===== src/mbps_pkg.sv =====
// ----------------------------------------------------------------------------
// mbps_pkg
// Shared constants, types and helpers of the masked byte pattern search.
// ----------------------------------------------------------------------------
package mbps_pkg;

  localparam int MAX_PATTERN = 8;
  localparam int BYTE_W      = 8;
  localparam int PAT_W       = 64;
  localparam int OFFSET_W    = 48;
  localparam int LEN_W       = 4;
  localparam int CFG_IDX_W   = 2;
  localparam int LANE_W      = (MAX_PATTERN > 1) ? $clog2(MAX_PATTERN) : 1;
  localparam int FILL_W      = $clog2(MAX_PATTERN + 1);

  typedef enum logic [CFG_IDX_W-1:0] {
    REG_PATTERN = 2'd0,
    REG_CARE    = 2'd1,
    REG_LENGTH  = 2'd2
  } cfg_reg_t;

  // Per-cell compare setup, picked by the top from the pattern registers.
  typedef struct packed {
    logic [BYTE_W-1:0] pat;
    logic [BYTE_W-1:0] care;
    logic              lane_on;
  } cell_cfg_t;

  // Raw length register value to (effective length - 1), clamped to 1..MAX.
  function automatic logic [LANE_W-1:0] len_to_m1(input logic [LEN_W-1:0] raw);
    logic [LANE_W-1:0] res;
    if (raw == '0) begin
      res = '0;
    end else if (raw > LEN_W'(MAX_PATTERN)) begin
      res = LANE_W'(MAX_PATTERN - 1);
    end else begin
      res = LANE_W'(raw - 1'b1);
    end
    return res;
  endfunction

endpackage


===== src/masked_byte_pattern_search.sv =====
// ----------------------------------------------------------------------------
// masked_byte_pattern_search
// Scans a byte stream for a pattern of 1 to 8 bytes in which any nibble may
// be a wildcard (care mask nibble of zeros). One byte is taken per clock;
// the bytes run through a row of cells, each comparing its byte against the
// pattern byte for its position, so a hit is known in the cycle the last byte
// arrives and its result is in the output register in the cycle after that
// transfer. The input stalls only while a result sits in the output register
// and the output is stalled. A result carries the offset of the first matched
// byte (modulo 2^48) and the matched bytes in pattern order with unused bytes
// zero. Matches do not overlap: after a hit pattern_length new bytes are
// needed. Registers (index 0 pattern, 1 care mask, 2 length) are written by
// the user while idle, unenforced by the block; length 0 acts as 1, >8 as 8.
// ----------------------------------------------------------------------------
module masked_byte_pattern_search
  import mbps_pkg::*;
(
  input  logic                 clk,
  input  logic                 rst_n,
  input  logic                 in_valid,
  output logic                 in_stall,
  input  logic [BYTE_W-1:0]    in_data_byte,
  output logic                 out_valid,
  input  logic                 out_stall,
  output logic [OFFSET_W-1:0]  out_match_offset,
  output logic [PAT_W-1:0]     out_matched_bytes,
  input  logic                 cfg_wr_en,
  input  logic [CFG_IDX_W-1:0] cfg_index,
  input  logic [PAT_W-1:0]     cfg_data
);

  logic [PAT_W-1:0]    pattern_r;
  logic [PAT_W-1:0]    care_r;
  logic [LANE_W-1:0]   len_m1_r;
  logic [FILL_W-1:0]   fill_r;
  logic [FILL_W-1:0]   fill_nxt;
  logic [OFFSET_W-1:0] offset_r;
  logic                out_valid_r;
  logic [OFFSET_W-1:0] out_offset_r;
  logic [PAT_W-1:0]    out_bytes_r;

  logic                      in_acc;
  logic                      hit;
  logic [MAX_PATTERN-1:0]    eq;
  logic [BYTE_W-1:0]         new_byte [MAX_PATTERN];
  logic [BYTE_W-1:0]         byte_q   [MAX_PATTERN];
  cell_cfg_t                 ccfg     [MAX_PATTERN];
  logic [PAT_W-1:0]          match_w;

  assign in_stall = out_valid_r && out_stall;
  assign in_acc   = in_valid && !in_stall;

  // configuration
  always_ff @(posedge clk) begin
    if (!rst_n) begin
      pattern_r <= '0;
      care_r    <= '1;
      len_m1_r  <= '0;
    end else if (cfg_wr_en) begin
      unique case (cfg_index)
        REG_PATTERN: pattern_r <= cfg_data;
        REG_CARE:    care_r    <= cfg_data;
        REG_LENGTH:  len_m1_r  <= len_to_m1(cfg_data[LEN_W-1:0]);
        default: ;
      endcase
    end
  end

  // cell row: cell a holds the byte of age a; it lines up with pattern byte
  // len-1-a
  genvar a;
  generate
    for (a = 0; a < MAX_PATTERN; a++) begin : g_cell
      logic [LANE_W-1:0] sel;

      if (a == 0) begin : g_head
        assign new_byte[a] = in_data_byte;
      end else begin : g_link
        assign new_byte[a] = byte_q[a-1];
      end

      assign sel             = len_m1_r - LANE_W'(a);
      assign ccfg[a].pat     = pattern_r[BYTE_W*sel +: BYTE_W];
      assign ccfg[a].care    = care_r[BYTE_W*sel +: BYTE_W];
      assign ccfg[a].lane_on = (LANE_W'(a) <= len_m1_r);

      mbps_cell u_cell (
        .clk     (clk),
        .adv     (in_acc),
        .byte_in (new_byte[a]),
        .ccfg    (ccfg[a]),
        .byte_q  (byte_q[a]),
        .eq      (eq[a])
      );
    end
  endgenerate

  assign fill_nxt = (fill_r == FILL_W'(MAX_PATTERN)) ? fill_r : fill_r + 1'b1;
  assign hit      = (&eq) && (fill_nxt > FILL_W'(len_m1_r));

  // window in pattern order, unused bytes zero
  always_comb begin
    logic [LANE_W-1:0] idx;
    match_w = '0;
    for (int k = 0; k < MAX_PATTERN; k++) begin
      idx = len_m1_r - LANE_W'(k);
      if (LANE_W'(k) <= len_m1_r) begin
        match_w[BYTE_W*k +: BYTE_W] = new_byte[idx];
      end
    end
  end

  always_ff @(posedge clk) begin
    if (!rst_n) begin
      fill_r   <= '0;
      offset_r <= '0;
    end else if (in_acc) begin
      fill_r   <= hit ? '0 : fill_nxt;
      offset_r <= offset_r + 1'b1;
    end
  end

  // output register
  always_ff @(posedge clk) begin
    if (!rst_n) begin
      out_valid_r <= 1'b0;
    end else if (in_acc) begin
      out_valid_r <= hit;
    end else if (!out_stall) begin
      out_valid_r <= 1'b0;
    end
  end

  always_ff @(posedge clk) begin
    if (in_acc && hit) begin
      out_offset_r <= offset_r - OFFSET_W'(len_m1_r);
      out_bytes_r  <= match_w;
    end
  end

  assign out_valid         = out_valid_r;
  assign out_match_offset  = out_offset_r;
  assign out_matched_bytes = out_bytes_r;

endmodule


===== src/mbps_cell.sv =====
// ----------------------------------------------------------------------------
// mbps_cell
// One window byte: holds a stream byte, passes it on to the next older cell
// on every transfer and compares the byte arriving from its neighbor (the input for the first cell).
// ----------------------------------------------------------------------------
module mbps_cell
  import mbps_pkg::*;
(
  input  logic              clk,
  input  logic              adv,
  input  logic [BYTE_W-1:0] byte_in,
  input  cell_cfg_t         ccfg,
  output logic [BYTE_W-1:0] byte_q,
  output logic              eq
);

  logic [BYTE_W-1:0] byte_r;
  logic [BYTE_W-1:0] byte_nxt;

  assign byte_nxt = adv ? byte_in : byte_r;

  always_ff @(posedge clk) begin
    byte_r <= byte_nxt;
  end

  assign byte_q = byte_r;

  // compare against the byte this cell takes on the transfer
  assign eq = !ccfg.lane_on || (((byte_in ^ ccfg.pat) & ccfg.care) == '0);

endmodule


===== config.mk =====
export PLATFORM = sky130hd
export DESIGN_NAME = masked_byte_pattern_search
export DESIGN_NICKNAME = d
export VERILOG_FILES = /design/src/mbps_pkg.sv /design/src/masked_byte_pattern_search.sv /design/src/mbps_cell.sv
export SDC_FILE = /design/constraint.sdc
export NUM_CORES = 1
export LEC_CHECK = 0
export ABC_AREA = 1
export BUFFER_PORTS_ARGS = -buffer_cell sky130_fd_sc_hd__buf_4
export CORE_ASPECT_RATIO = 1.2
export CORE_UTILIZATION = 35
export CTS_CLUSTER_SIZE = 14
export DETAILED_ROUTE_END_ITERATION = 8
export GPL_TIMING_DRIVEN = 1
export HOLD_SLACK_MARGIN = 0.15
export PLACE_DENSITY = 0.57
export SYNTH_ARGS = -nofsm -noshare
export SYNTH_HDL_FRONTEND = slang
export SYNTH_SLANG_ARGS = --single-unit

===== constraint.sdc =====
create_clock -name clk -period 16.4 [get_ports clk]
set_input_delay 1.64 -clock clk [delete_from_list [all_inputs] [get_ports clk]]
set_output_delay 1.64 -clock clk [all_outputs]
set_load 0.01 [all_outputs]

# Word level (Yosys, flattened, before mapping)

Index checks and enable logic that the tools add are counted.

Logic and storage cells: 160
RAM bits: 0
Latch bits: 0
Register bits after elaboration: 352
Output and inout port bits: 114
Memory bits (read-only): 0
Bits of input ports: 79
Memories: 0

Reduce and logical (&&, ||, !) cells: 35
$lt $le $gt $ge: 18
Bitwise gates (word level): 24
Eq/ne operators: 4
Multiplexer cells: 30
Divide/modulo/power cells: 0
Multiply operators: 0
Shifts and indexed selects: 16
$add $sub $neg: 11

Operators by type and width:

| kind                    | number |
|---|---|
| $shiftx A64 B7 Y8       | 16 |
| $bmux W8 S3             | 8 |
| $mux W8                 | 16 |
| $and A8 B8 Y8           | 8 |
| $logic_not A8 Y1        | 8 |
| $xor A8 B8 Y8           | 8 |
| $add A48 B1 Y48 const B | 1 |
| $sub A48 B3 Y48         | 1 |
| $ge A4 B4 Y1 const B    | 8 |
| $not A3 Y4              | 8 |
| $le A3 B3 Y1 const A    | 4 |
| $sub A3 B3 Y3 const B   | 4 |
| $logic_not A1 Y1        | 9 |
| $logic_or A1 B1 Y1      | 8 |
| $mux W4                 | 2 |
| $reduce_and A8 Y1       | 1 |
| $le A1 B3 Y1 const A    | 2 |
| $le A2 B3 Y1 const A    | 2 |
| $mux W3                 | 2 |
| $reduce_and A2 Y1       | 3 |
| $sub A3 B1 Y3 const B   | 2 |
| $sub A3 B2 Y3 const B   | 2 |
| $add A4 B1 Y4 const B   | 1 |
| $eq A4 B4 Y1 const B    | 1 |
| 9 further kinds         | 13 |

# Depth between registers and ports, before layout

Depth in word-level cells: 9
Mapped depth: 24
Gate-level depth less buffers: 19

# Hierarchy

Synthesis repeated with hierarchy kept, for this count alone.

Cells, all modules: 3415
Area, all modules: 22654.2 um2

By module, submodules not included:

| module                     | instances | area each (um2) | cells each | sequential area each (um2) |
|---|---|---|---|---|
| masked_byte_pattern_search | 1         | 19170.9         | 2967       | 7046.8 |
| mbps_cell                  | 8         | 435.4           | 56         | 240.2 |

# Worst setup path before layout

Ideal clock, no wire load.

Kind: register -> register
Start point: register len_m1_r[1]
End point: register out_offset_r[0] (netlist: out_match_offset[0]), enable pin
Required time: 15.935 ns
Path buffers: 8
Library setup time: 0.465 ns
Arrival time: 5.300 ns
Setup slack: 10.635 ns
Cell stages (with the launch flop): 22
Clock period less this slack: 5.765 ns
Cells stage by stage: dfxtp_1 buf_4 inv_2 buf_2 buf_2 buf_1 buf_2 ha_1 buf_2 inv_1 buf_2 buf_2 o21ai_0 nand3_1 nand2_1 nor2_1 nand3b_1 nand3_1 nand2_1 nor2_1 nand3_1 inv_1

Cells in the longest elaborated chain, start to end: 9

Ends and longest elaborated chain:

| what                                        | RTL line                          | source |
|---|---|---|
| start, declared                             | masked_byte_pattern_search.sv:34  | `logic [LANE_W-1:0] len_m1_r;` |
| start signal, assigned                      | masked_byte_pattern_search.sv:63  | `REG_LENGTH: len_m1_r <= len_to_m1(cfg_data[LEN_W-1:0]);` |
| $sub A3 B1 Y3, or another cell as far along | masked_byte_pattern_search.sv:82  | `assign sel = len_m1_r - LANE_W'(a);` |
| $shiftx A64 B7 Y8                           | masked_byte_pattern_search.sv:83  | `assign ccfg[a].pat = pattern_r[BYTE_W*sel +: BYTE_W];` |
| $xor A8 B8 Y8                               | mbps_cell.sv:29                   | `assign eq = !ccfg.lane_on \|\| (((byte_in ^ ccfg.pat) & ccfg.care) == '0);` |
| $and A8 B8 Y8                               | mbps_cell.sv:29                   |  |
| $logic_not A8 Y1                            | mbps_cell.sv:29                   |  |
| $logic_or A1 B1 Y1                          | mbps_cell.sv:29                   |  |
| $reduce_and A8 Y1                           | masked_byte_pattern_search.sv:99  | `assign hit = (&eq) && (fill_nxt > FILL_W'(len_m1_r));` |
| $logic_and A1 B1 Y1 (*)                     | masked_byte_pattern_search.sv:99  |  |
| $logic_and A1 B1 Y1 (*)                     | masked_byte_pattern_search.sv:135 | `if (in_acc && hit) begin` |
| end signal, assigned                        | masked_byte_pattern_search.sv:136 | `out_offset_r <= offset_r - OFFSET_W'(len_m1_r);` |
| end, declared                               | masked_byte_pattern_search.sv:39  | `logic [OFFSET_W-1:0] out_offset_r;` |

Every way passes the cells marked *; elsewhere a longest branch is shown, timed or not.
A chain may end at the register's enable or synchronous reset.

# Final worst setup path

Start point: register len_m1_r[1]
End point: register out_bytes_r[24] (netlist: out_matched_bytes[24]), enable pin

Cells in the longest elaborated chain, start to end: 9

Ends and longest elaborated chain:

| what                                        | RTL line                          | source |
|---|---|---|
| $sub A3 B1 Y3, or another cell as far along | masked_byte_pattern_search.sv:82  |  |
| $shiftx A64 B7 Y8                           | masked_byte_pattern_search.sv:83  |  |
| $xor A8 B8 Y8                               | mbps_cell.sv:29                   |  |
| $and A8 B8 Y8                               | mbps_cell.sv:29                   |  |
| $logic_not A8 Y1                            | mbps_cell.sv:29                   |  |
| $logic_or A1 B1 Y1                          | mbps_cell.sv:29                   |  |
| $reduce_and A8 Y1                           | masked_byte_pattern_search.sv:99  |  |
| $logic_and A1 B1 Y1 (*)                     | masked_byte_pattern_search.sv:99  |  |
| $logic_and A1 B1 Y1 (*)                     | masked_byte_pattern_search.sv:135 |  |
| end signal, assigned                        | masked_byte_pattern_search.sv:137 | `out_bytes_r <= match_w;` |
| end, declared                               | masked_byte_pattern_search.sv:40  | `logic [PAT_W-1:0] out_bytes_r;` |

Marks and branches as above.

==> impl_metrics.json <==
{
  "status": "complete, no violations",
  "routedWlPerCell_um": 20.6,
  "hold_path.class": "reg2reg",
  "hold_path_depth": 1,
  "ys_top_cells_by_count": "nand2_1 (978), nor2_1 (373), o21ai_0 (365)",
  "cts_sinks": 352,
  "synth_cell_types": 47,
  "nFillCells": 6611,
  "power_density_nw_per_um2": 95.9,
  "cts_max_level": 2,
  "holdBufCountCts": 0,
  "slowest_delay_ns": 0.84,
  "critPathKind": "reg2reg",
  "grt_use_total_pct": 26.5,
  "synth_flop_cell": "dfxtp_1",
  "fin_crit_ns": 6.44,
  "grt_pass1_vias": 19800,
  "cts_resized": 0,
  "regArea_um2": 8730,
  "synth-seq-cells": 352,
  "row_count": 99,
  "worstMarginPinSlew_ns": 1.05,
  "post_dp_cell_area_um2": 23500,
  "overflow": 0,
  "vias_per_cell": 5.24,
  "cpMostUsedCell": "nand2_1",
  "reg2reg_from": "len_m1_r[1]$_SDFFE_PN0P_",
  "portBuffers": 192,
  "crit_start": "len_m1_r[1]$_SDFFE_PN0P_",
  "grt_max_degree": 100,
  "postLayoutCoreUtil_pct": 40.7,
  "crit_cells": 17,
  "clock-root-buffer": "clkbuf_16",
  "hpwl_mm": 65.7,
  "gp_congestion": 1.03,
  "drc_errors": 0,
  "cap_violations": 0,
  "die_width_um": 229,
  "cts_tree": "built",
  "worstSetupStartpointType": "flop",
  "rsz0062_at_grt": "false",
  "finalWirelength_mm": 84.7,
  "yosysMostFrequentCell": "nand2_1",
  "drt_iter0_drc": 2146,
  "clock_path_buffers": 3,
  "cts-buffers-inserted": 40,
  "worstPathMaxFanout": 94,
  "synth_top_cell_area_share_pct": 23.4,
  "synth_area_um2": 21600,
  "stdcell_area_um2": 24800,
  "worst-r2r-cell-count": 17,
  "antennaDiodeCount": 0,
  "drive_gt1_share_pct": 9.76,
  "leakagePower_uw": 0.0111,
  "p_total_uw": 2380,
  "clock_latency_ns": 0.58,
  "cts.clk_slew.worst_paths_ns": 0.06,
  "fmax_mhz": 155,
  "cts_setup_buffers": 0,
  "fin_setup_tns_ns": 0,
  "ant_nets": 0,
  "path_buf_inv": 6,
  "grt_pass1_wl_mm": 124,
  "coreArea_um2": 60900,
  "yosys_warnings": 0,
  "synth_edf_count": 168,
  "grt_antenna_before_repair": 0,
  "critPathSlowestCell": "dfxtp_2",
  "min-delay-start": "offset_r[47]$_SDFFE_PN0P_",
  "ys_seq_area_share_pct": 40.4,
  "die_area_um2": 62700,
  "top_level_ports": 193,
  "syn_to_final_growth_pct": 14.9,
  "crit_chain": "clkinv_2 -> ha_2 -> buf_4 -> inv_2 -> buf_4 -> nand3_1 -> nand2_1 -> nand2_1 -> nand2_1 -> o21ai_0 -> nand3b_1 -> nand3_1 -> nand2_1 -> nor2_1 -> nand3_1 -> inv_4 -> buf_4",
  "slew_headroom_pct": 29.0,
  "slew_viol_final": 0,
  "synth_area_per_cell_um2": 6.79,
  "critical-path-top-delay-family": "buffers and inverters",
  "die_y_um": 274,
  "syn_nets": 3281,
  "syn_inst": 3180,
  "crit_path_end_kind": "flop",
  "hold_viol": 0,
  "ys_top_cells_by_area": "edfxtp_1 (23%), dfxtp_1 (17%), nand2_1 (17%), o21ai_0 (8.5%), nand3_1 (7.8%)",
  "drt_first_pass_iters": 5,
  "critPathRequiredTime_ns": 16.60,
  "yosys.area.top_type": "edfxtp_1",
  "async_reset_ff_share_pct": 0,
  "num_vias": 21600,
  "multi_input_area_um2": 11100,
  "final_nets": 3382,
  "finClkSkew_ns": 0.0187,
  "ir_drop_mv": 0.0722,
  "arrival_ns": 6.64,
  "layout_worst_path_cycle_share_pct": 39.3,
  "setup_viol": 0,
  "start_util_pct": 35.4
}
## through the flow
stage          cells  hold WS (ns)  worst slack (ns)
2_1_floorplan   3180         0.440             10.64
3_5_place_dp    4047         0.462             10.08
3_3_place_gp    4047         0.456             10.16
6_report        4117         0.468              9.96
4_1_cts         4117         0.470             10.04
5_1_grt         4117         0.508              9.51
## logic make-up (layout without fill, tap and decap cells)
family	Yosys count	in the layout	synth area share [%]
buffers and inverters	424	553	8.07
AO/OA/AOI/OAI	520	520	12.8
flip-flops	352	352	40.4
AND/OR/NAND/NOR	1800	1800	34.9
adder cells (fa/ha/maj)	22	22	1.31
XOR/XNOR	62	62	2.52
## area by class of cell
cell class / instances / share of cell area [%]
clock buffers: 49 / 4.38
clock inverters: 21 / 0.883
inverters: 271 / 4.13
multi-input cells: 2404 / 44.9
flip-flops and latches: 352 / 35.2
well taps: 808 / 4.08
repair buffers: 212 / 6.42
## layer usage
layer  part of all wire [%]  global-route usage, %  wire (um)
met1                     41                   33.2      35000
met2                     46                   44.2      39000
met3                    6.4                   3.51       5400
met4                    6.3                   14.8       5310
met5                      0                      0          0
## registers in the layout (all words and copies together) (netlist names)
signal	cells
fill_r	4
g_cell.u_cell.byte_q	56
offset_r	48
len_m1_r	3
out_match_offset	48
care_r	64
pattern_r	64
out_matched_bytes	64
out_valid	1
## power by group
group / internal [uW] / switching (uW) / total (uW)
registers: 965 / 44.3 / 1010
logic: 136 / 326 / 462
clock network: 521 / 384 / 905
## final timing paths
| kind | to | slack (ns) |
|---|---|---|
| worst max-delay path | out_matched_bytes[24]$_SDFFCE_PN0P_ | 9.96 |
| worst min-delay path | offset_r[47]$_SDFFE_PN0P_ | 0.47 |
| worst max register to register | out_matched_bytes[24]$_SDFFCE_PN0P_ | 9.96 |
| worst min register to register | offset_r[47]$_SDFFE_PN0P_ | 0.47 |
## placed cells by master (no fill, tap or decap), types with 39 or more instances in the layout
| cell | instances |
|---|---|
| inv_1 | 257 |
| nor2_1 | 373 |
| nand2_1 | 978 |
| a21oi_1 | 70 |
| o211ai_1 | 46 |
| xor2_1 | 57 |
| o21ai_0 | 365 |
| nand3_1 | 338 |
| nor3_1 | 39 |
| edfxtp_1 | 168 |
| buf_4 | 212 |
| dfxtp_1 | 182 |
| clkbuf_16 | 40 |
(Power assumes the default switching activity.)
